## src/hdl/pse_pkg.sv

```systemverilog
// pse_pkg: shared types, codes and sizes of the postfix stack evaluator
// used by pse_alu and postfix_stack_evaluator_unit
`timescale 1ns / 1ps

package pse_pkg;

    localparam int STACK_ENTRIES = 128;
    localparam int DEPTH_W       = $clog2(STACK_ENTRIES + 1);
    localparam int ADDR_W        = $clog2(STACK_ENTRIES);

    localparam int SYM_W         = 8;
    localparam int VAL_W         = 8;
    localparam int STATUS_W      = 2;
    localparam int OUT_TDATA_W   = 16;
    localparam int POW_EXP_W     = 7;
    localparam int DIV_CNT_W     = 4;

    localparam logic [SYM_W-1:0] CHAR_PLUS  = 8'h2B;
    localparam logic [SYM_W-1:0] CHAR_MINUS = 8'h2D;
    localparam logic [SYM_W-1:0] CHAR_TIMES = 8'h2A;
    localparam logic [SYM_W-1:0] CHAR_SLASH = 8'h2F;
    localparam logic [SYM_W-1:0] CHAR_CARET = 8'h5E;
    localparam logic [SYM_W-1:0] CHAR_ZERO  = 8'd48;

    localparam logic [STATUS_W-1:0] ST_OK      = 2'd0;
    localparam logic [STATUS_W-1:0] ST_MISSING = 2'd1;
    localparam logic [STATUS_W-1:0] ST_COUNT   = 2'd2;
    localparam logic [STATUS_W-1:0] ST_DIVZERO = 2'd3;

    typedef enum logic [2:0] {
        OP_ADD = 3'd0,
        OP_SUB = 3'd1,
        OP_MUL = 3'd2,
        OP_DIV = 3'd3,
        OP_POW = 3'd4
    } alu_op_t;

    typedef struct packed {
        logic               start;
        alu_op_t            op;
        logic [VAL_W-1:0]   lhs;
        logic [VAL_W-1:0]   rhs;
    } alu_req_t;

    typedef struct packed {
        logic               done;
        logic               fault;
        logic [VAL_W-1:0]   result;
    } alu_rsp_t;

endpackage

```

## src/hdl/pse_alu.sv

```systemverilog
// pse_alu: shared 8-bit arithmetic unit, add/sub/mul straight into the result register,
// iterative restoring divide and square-and-multiply power; uses pse_pkg
`timescale 1ns / 1ps

module pse_alu (
    input  logic               clk,
    input  logic               rst_n,
    input  pse_pkg::alu_req_t  req,
    output pse_pkg::alu_rsp_t  rsp
);
    import pse_pkg::*;

    typedef enum logic [3:0] {
        A_IDLE = 4'b0001,
        A_DIV  = 4'b0010,
        A_POW  = 4'b0100,
        A_DONE = 4'b1000
    } alu_state_t;

    alu_state_t             state_reg, state_next;
    logic [VAL_W-1:0]       result_reg, result_next;
    logic                   fault_reg, fault_next;
    logic [VAL_W-1:0]       dvd_reg, dvd_next;
    logic [VAL_W-1:0]       dvs_reg, dvs_next;
    logic [VAL_W:0]         rem_reg, rem_next;
    logic                   neg_reg, neg_next;
    logic [DIV_CNT_W-1:0]   cnt_reg, cnt_next;
    logic [VAL_W-1:0]       acc_reg, acc_next;
    logic [VAL_W-1:0]       sq_reg, sq_next;
    logic [POW_EXP_W-1:0]   exp_reg, exp_next;

    logic [VAL_W-1:0]       lhs_mag, rhs_mag;
    logic [VAL_W:0]         rem_shift;
    logic [2*VAL_W-1:0]     mul_full, acc_prod, sq_prod;

    assign lhs_mag   = req.lhs[VAL_W-1] ? (~req.lhs + 1'b1) : req.lhs;
    assign rhs_mag   = req.rhs[VAL_W-1] ? (~req.rhs + 1'b1) : req.rhs;
    assign mul_full  = req.lhs * req.rhs;
    assign acc_prod  = acc_reg * sq_reg;
    assign sq_prod   = sq_reg * sq_reg;
    assign rem_shift = {rem_reg[VAL_W-1:0], dvd_reg[VAL_W-1]};

    always_comb
    begin
        state_next  = state_reg;
        result_next = result_reg;
        fault_next  = fault_reg;
        dvd_next    = dvd_reg;
        dvs_next    = dvs_reg;
        rem_next    = rem_reg;
        neg_next    = neg_reg;
        cnt_next    = cnt_reg;
        acc_next    = acc_reg;
        sq_next     = sq_reg;
        exp_next    = exp_reg;
        case (state_reg)
            A_IDLE:
            begin
                if (req.start)
                begin
                    fault_next = 1'b0;
                    state_next = A_DONE;
                    case (req.op)
                        OP_ADD: result_next = req.lhs + req.rhs;
                        OP_SUB: result_next = req.lhs - req.rhs;
                        OP_MUL: result_next = mul_full[VAL_W-1:0];
                        OP_DIV:
                        begin
                            if (req.rhs == '0)
                            begin
                                fault_next = 1'b1;
                            end
                            else
                            begin
                                dvd_next   = lhs_mag;
                                dvs_next   = rhs_mag;
                                rem_next   = '0;
                                neg_next   = req.lhs[VAL_W-1] ^ req.rhs[VAL_W-1];
                                cnt_next   = DIV_CNT_W'(VAL_W);
                                state_next = A_DIV;
                            end
                        end
                        OP_POW:
                        begin
                            if (req.rhs[VAL_W-1])
                            begin
                                if (req.lhs == '0)
                                    fault_next = 1'b1;
                                else if (req.lhs == VAL_W'(1))
                                    result_next = VAL_W'(1);
                                else if (req.lhs == '1)
                                    result_next = req.rhs[0] ? '1 : VAL_W'(1);
                                else
                                    result_next = '0;
                            end
                            else
                            begin
                                acc_next   = VAL_W'(1);
                                sq_next    = req.lhs;
                                exp_next   = req.rhs[POW_EXP_W-1:0];
                                state_next = A_POW;
                            end
                        end
                        default: result_next = '0;
                    endcase
                end
            end
            A_DIV:
            begin
                dvd_next = {dvd_reg[VAL_W-2:0], 1'b0};
                if (rem_shift >= {1'b0, dvs_reg})
                begin
                    rem_next    = rem_shift - {1'b0, dvs_reg};
                    result_next = {result_reg[VAL_W-2:0], 1'b1};
                end
                else
                begin
                    rem_next    = rem_shift;
                    result_next = {result_reg[VAL_W-2:0], 1'b0};
                end
                cnt_next = cnt_reg - 1'b1;
                if (cnt_reg == DIV_CNT_W'(1))
                begin
                    state_next = A_DONE;
                    if (neg_reg)
                        result_next = ~result_next + 1'b1;
                end
            end
            A_POW:
            begin
                if (exp_reg == '0)
                begin
                    result_next = acc_reg;
                    state_next  = A_DONE;
                end
                else
                begin
                    if (exp_reg[0])
                        acc_next = acc_prod[VAL_W-1:0];
                    sq_next  = sq_prod[VAL_W-1:0];
                    exp_next = exp_reg >> 1;
                end
            end
            A_DONE:
            begin
                state_next = A_IDLE;
            end
            default:
            begin
                state_next = A_IDLE;
            end
        endcase
    end

    always_ff @(posedge clk or negedge rst_n)
    begin
        if (!rst_n)
            state_reg <= A_IDLE;
        else
            state_reg <= state_next;
    end

    always_ff @(posedge clk)
    begin
        result_reg <= result_next;
        fault_reg  <= fault_next;
        dvd_reg    <= dvd_next;
        dvs_reg    <= dvs_next;
        rem_reg    <= rem_next;
        neg_reg    <= neg_next;
        cnt_reg    <= cnt_next;
        acc_reg    <= acc_next;
        sq_reg     <= sq_next;
        exp_reg    <= exp_next;
    end

    assign rsp.done   = (state_reg == A_DONE);
    assign rsp.fault  = fault_reg;
    assign rsp.result = result_reg;

endmodule

```

## src/hdl/postfix_stack_evaluator_unit.sv

```systemverilog
// postfix_stack_evaluator_unit: top level, operand stack memory and sequencer
// depends on pse_pkg and pse_alu
//
// channel  dir  signals                     content
// s        in   s_tvalid s_tready s_tdata   symbol [7:0], s_tlast = last
// m        out  m_tvalid m_tready m_tdata   value [7:0], status [9:8]
//
// a push is taken in the idle state; an operator + - * / ^ passes S_LOAD and S_CALC,
// all operators through the shared pse_alu and one registered stack memory read
// a last transaction then passes S_FINISH to load the output register
// s_tready is high only while the sequencer is idle; a pending result holds
// only the finish of the next expression until m_tready; no clearing pass after reset
`timescale 1ns / 1ps

module postfix_stack_evaluator_unit (
    input  logic                              clk,
    input  logic                              rst_n,
    input  logic                              s_tvalid,
    output logic                              s_tready,
    input  logic [pse_pkg::SYM_W-1:0]         s_tdata,   // symbol
    input  logic                              s_tlast,
    output logic                              m_tvalid,
    input  logic                              m_tready,
    output logic [pse_pkg::OUT_TDATA_W-1:0]   m_tdata    // value, status, zero fill
);
    import pse_pkg::*;

    typedef enum logic [3:0] {
        S_IDLE   = 4'b0001,
        S_LOAD   = 4'b0010,
        S_CALC   = 4'b0100,
        S_FINISH = 4'b1000
    } seq_state_t;

    seq_state_t             state_reg, state_next;
    logic [DEPTH_W-1:0]     depth_reg, depth_next;
    logic [STATUS_W-1:0]    err_reg, err_next;
    logic [VAL_W-1:0]       top_reg, top_next;
    logic                   last_reg, last_next;
    alu_op_t                op_reg, op_next;
    logic                   out_valid_reg, out_valid_next;
    logic [VAL_W-1:0]       out_value_reg, out_value_next;
    logic [STATUS_W-1:0]    out_status_reg, out_status_next;

    logic [VAL_W-1:0]       stack_mem [STACK_ENTRIES];
    logic [VAL_W-1:0]       rd_data_reg;
    logic [ADDR_W-1:0]      rd_addr, wr_addr;
    logic [DEPTH_W-1:0]     depth_m1, depth_m2;
    logic                   wr_en;

    logic                   accept, is_op;
    alu_op_t                sym_op;
    alu_req_t               alu_req;
    alu_rsp_t               alu_rsp;
    logic [STATUS_W-1:0]    fin_status;

    assign s_tready = (state_reg == S_IDLE);
    assign accept   = s_tvalid && s_tready;
    assign depth_m1 = depth_reg - 1'b1;
    assign depth_m2 = depth_reg - 2'd2;
    assign rd_addr  = depth_m2[ADDR_W-1:0];
    assign wr_addr  = depth_m1[ADDR_W-1:0];

    always_comb
    begin
        is_op  = 1'b1;
        sym_op = OP_ADD;
        case (s_tdata)
            CHAR_PLUS:  sym_op = OP_ADD;
            CHAR_MINUS: sym_op = OP_SUB;
            CHAR_TIMES: sym_op = OP_MUL;
            CHAR_SLASH: sym_op = OP_DIV;
            CHAR_CARET: sym_op = OP_POW;
            default:    is_op  = 1'b0;
        endcase
    end

    always_comb
    begin
        if (err_reg != ST_OK)
            fin_status = err_reg;
        else if (depth_reg != DEPTH_W'(1))
            fin_status = ST_COUNT;
        else
            fin_status = ST_OK;
    end

    always_comb
    begin
        state_next      = state_reg;
        depth_next      = depth_reg;
        err_next        = err_reg;
        top_next        = top_reg;
        last_next       = last_reg;
        op_next         = op_reg;
        out_valid_next  = out_valid_reg;
        out_value_next  = out_value_reg;
        out_status_next = out_status_reg;
        wr_en           = 1'b0;
        alu_req.start   = 1'b0;
        alu_req.op      = op_reg;
        alu_req.lhs     = rd_data_reg;
        alu_req.rhs     = top_reg;

        if (out_valid_reg && m_tready)
            out_valid_next = 1'b0;

        case (state_reg)
            S_IDLE:
            begin
                if (accept)
                begin
                    last_next = s_tlast;
                    op_next   = sym_op;
                    if (s_tlast)
                        state_next = S_FINISH;
                    if (err_reg == ST_OK)
                    begin
                        if (is_op)
                        begin
                            if (depth_reg < DEPTH_W'(2))
                                err_next = ST_MISSING;
                            else
                                state_next = S_LOAD;
                        end
                        else if (depth_reg < DEPTH_W'(STACK_ENTRIES))
                        begin
                            wr_en      = (depth_reg != '0);
                            top_next   = s_tdata - CHAR_ZERO;
                            depth_next = depth_reg + 1'b1;
                        end
                    end
                end
            end
            S_LOAD:
            begin
                alu_req.start = 1'b1;
                state_next    = S_CALC;
            end
            S_CALC:
            begin
                if (alu_rsp.done)
                begin
                    if (alu_rsp.fault)
                    begin
                        err_next = ST_DIVZERO;
                    end
                    else
                    begin
                        top_next   = alu_rsp.result;
                        depth_next = depth_m1;
                    end
                    state_next = last_reg ? S_FINISH : S_IDLE;
                end
            end
            S_FINISH:
            begin
                if (!out_valid_reg || m_tready)
                begin
                    out_valid_next  = 1'b1;
                    out_status_next = fin_status;
                    out_value_next  = (fin_status == ST_OK) ? top_reg : '0;
                    depth_next      = '0;
                    err_next        = ST_OK;
                    state_next      = S_IDLE;
                end
            end
            default:
            begin
                state_next = S_IDLE;
            end
        endcase
    end

    always_ff @(posedge clk)
    begin
        if (wr_en)
            stack_mem[wr_addr] <= top_reg;
        rd_data_reg <= stack_mem[rd_addr];
    end

    always_ff @(posedge clk or negedge rst_n)
    begin
        if (!rst_n)
        begin
            state_reg     <= S_IDLE;
            depth_reg     <= '0;
            err_reg       <= ST_OK;
            out_valid_reg <= 1'b0;
        end
        else
        begin
            state_reg     <= state_next;
            depth_reg     <= depth_next;
            err_reg       <= err_next;
            out_valid_reg <= out_valid_next;
        end
    end

    always_ff @(posedge clk)
    begin
        top_reg        <= top_next;
        last_reg       <= last_next;
        op_reg         <= op_next;
        out_value_reg  <= out_value_next;
        out_status_reg <= out_status_next;
    end

    pse_alu u_alu (
        .clk   (clk),
        .rst_n (rst_n),
        .req   (alu_req),
        .rsp   (alu_rsp)
    );

    assign m_tvalid = out_valid_reg;
    assign m_tdata  = {{(OUT_TDATA_W - VAL_W - STATUS_W){1'b0}}, out_status_reg, out_value_reg};

endmodule
```

## config.mk

```make
export PLATFORM = sky130hd
export DESIGN_NAME = postfix_stack_evaluator_unit
export DESIGN_NICKNAME = d
export VERILOG_FILES = /design/src/hdl/pse_pkg.sv /design/src/hdl/pse_alu.sv /design/src/hdl/postfix_stack_evaluator_unit.sv
export SDC_FILE = /design/constraint.sdc
export NUM_CORES = 2
export LEC_CHECK = 0
export BUFFER_PORTS_ARGS = -buffer_cell sky130_fd_sc_hd__buf_2
export CAP_MARGIN = 30
export CORE_MARGIN = 2
export CORE_UTILIZATION = 50
export CTS_CLUSTER_DIAMETER = 100
export DETAILED_ROUTE_END_ITERATION = 16
export PLACE_DENSITY = 0.74
export REMOVE_ABC_BUFFERS = 1
export SYNTH_ARGS = -nofsm -noshare
export SYNTH_HDL_FRONTEND = slang
export SYNTH_SLANG_ARGS = --single-unit
```

## constraint.sdc

```tcl
create_clock -name clk -period 9.4 [get_ports clk]
set_clock_uncertainty 0.2 [all_clocks]
set_input_delay 0.94 -clock clk [delete_from_list [all_inputs] [get_ports clk]]
set_output_delay 0.94 -clock clk [all_outputs]
set_load 0.01 [all_outputs]
```

==> results.yml <==
setup_path:
  crit_buf_inv: 4
  slowest_delay_ns: 0.64
  crit_arrival_ns: 5.32
  cpMaxStageDelayCell: "buf_4"
  critPathKind: "flop to flop"
  crit_family: "adder cells"
  reg2reg_from: "top_reg[3]"
  end_kind: "flop"
  crit_path_start_kind: "flop"
  crit_chain: "buf_4 -> nand2_1 -> fa_1 -> inv_1 -> ha_1 -> inv_1 -> fa_1 -> fa_1 -> inv_1 -> ha_1 -> a21oi_1 -> xnor3_1 -> xnor3_1 -> nor2b_1 -> a211oi_1 -> o211ai_1"
  cp_max_fo: 76
  critPathRequiredTime_ns: 9.60
  reg2reg_slack_ns: 4.29
  r2r_cells: 16
  r2r_end: "u_alu.result_reg[7]"
yosys:
  synth.most_common_cell: "edfxtp_1"
  asyncSetResetFlopFracSynth: 0.0168
  yosys_warnings: 0
  synthTopCellsByCount: "edfxtp_1, mux4_2, nand2_1, nor2_1, clkbuf_1"
  synthTopCellsByArea: "edfxtp_1, mux4_2, ha_1"
  synthFlopType: "edfxtp_1"
  synth_area_per_cell_um2: 18.4
  netlist_area_mm2: 0.0482
  synthCells: 2620
  synth_top_area_cell: "edfxtp_1"
  ys_seq_area_frac: 0.703
  yosysTopAreaCellShare: 0.690
  synth.distinct_cells: 71
  synth_edf_count: 1107
  synth_seq_cells: 1134
clocking:
  clk_latency_ns: 0.69
  cts-root-buf: "clkbuf_16"
  cts_resized: 0
  cts_tree: "built"
  clock_sinks: 1134
  cts_buffer_depth: 3
  htreeDepth: 3
  cts_buffers: 109
  cts.clk_slew.worst_paths_ns: 0.06
floorplanning:
  core_mm2: 0.0953
  die_w_um: 314
  rows: 113
  die_y_um: 314
  io_pins: 31
  die-area_mm2: 0.0989
  start_util: 0.506
timing:
  tightestPinTransition_ns: 1.04
  setup_viol: 0
  period_minus_slack_ns: 5.11
  whs_ns: 0.266
  fmax_mhz: 196
  final.setup.tns_ns: 0
  grt_setup_unrepaired: "no"
  slew_headroom: 0.304
  min_period_over_period: 0.544
  slew_viol_final: 0
  hold_violations: 0
grt:
  grt.overflow.total: 0
  grt_pass1_wl_mm: 163
  grt_max_degree: 140
  antenna_found_initial: 3
  grt_pass1_vias: 25200
  track_usage: 0.221
routing:
  vias: 24900
  drtPass1Iterations: 6
  drt_drc_violations_left: 0
  drt-wirelength-per-cell_um: 26.8
  antenna_left: 0
  vias_per_cell: 6.19
  wirelength_mm: 108
  drt_iter0_markers: 3409
finish:
  nets: 2791
  diodes: 0
  fin_cells: 4026
  post-route-util: 0.560
  synthToLayoutAreaGrowth_pct: 10.7
  largest-register: "stack_mem"
  largest_register_ffs: 1024
  drive_gt1_frac: 0.212
outcome:
  outcome: "finished, final reports clean"
power:
  power_mw: 15.1
  vdd.ir_drop.worst_v: 0.000250
  leakage_nw: 17.5
  power_density_mw_per_mm2: 283
flow_run:
  maxCapViolations: 0
placed_design:
  port-buffer-count: 24
  gp_congestion: 0.863
  dp_cells: 3817
  dp_hpwl_mm: 65.5
min_path:
  hold_depth: 1
  min_from: "s_tlast"
  hold_path.class: "input port to flop"
  hold-path-endpoint: "last_reg"
-- metrics by stage --
stage / cell area, µm² / setup WS, ns
final: 53400 / 4.29
after global routing: 53400 / 4.05
after CTS: 53200 / 4.23
after detailed placement: 49700 / 4.24
after global placement: 49700 / 4.42
after floorplan: 47600 / -3.74
-- what timing repair did --
action                    in CTS  in global routing
setup buffers                  0                  0
hold buffers                   1                  0
hold endpoints to repair      17                  0
-- cells by family after synthesis --
logic type      share of synthesized area
compound gates                     0.0202
xor+xnor                           0.0151
fa+ha+maj                          0.0340
buf+inv                            0.0180
flops                               0.703
mux                                 0.151
other cells                     0.0000778
simple gates                       0.0590
-- how the worst max path moves through the flow --
stage / from / endpoint / slack [ns] / depth (start not counted)
after floorplan: depth_reg[0] / stack_mem[113][0] / -3.74 / 5
after global placement: s_tdata[4] / stack_mem[105][1] / 4.42 / 10
after detailed placement: s_tdata[4] / stack_mem[109][7] / 4.24 / 10
after CTS: top_reg[3] / u_alu.result_reg[7] / 4.23 / 16
after global routing: top_reg[3] / u_alu.result_reg[7] / 4.05 / 16
final: top_reg[3] / u_alu.result_reg[7] / 4.29 / 16
-- routing by layer --
layer	wire length, µm	global-route usage
met5	0	0
met3	8580	0.0348
met1	42500	0.310
met4	3340	0.0694
met2	53500	0.360
-- power breakdown --
| group | switching (mW) | total, mW | internal (mW) |
|---|---|---|---|
| combinational | 2.67 | 4.90 | 2.24 |
| clock | 1.87 | 4.27 | 2.40 |
| sequential | 0.150 | 5.90 | 5.75 |
-- layout by cell type, fill, tap and decap left out, drive strengths merged, types with 9 or more instances in the layout --
cell       n
edfxtp  1107
mux4     320
nor2     196
nand2    195
clkbuf   126
inv       79
ha        75
and2      73
clkinv    65
buf       64
xnor2     49
o21ai     45
nand3     44
fa        35
a21oi     30
xor2      29
nor3      19
dfrtp     17
or3       14
nor2b     12
nand2b    11
o21a       9
-- cell type report --
class / instances / area [µm²]
clock buffers: 126 / 2860
clock inverters: 78 / 649
fillers: 7064 / 41900
inverters: 78 / 293
multi-input cells: 1280 / 13500
flip-flops and latches: 1134 / 33900
well taps: 1265 / 1580
repair buffers: 65 / 553
(Power assumes the default switching activity.)
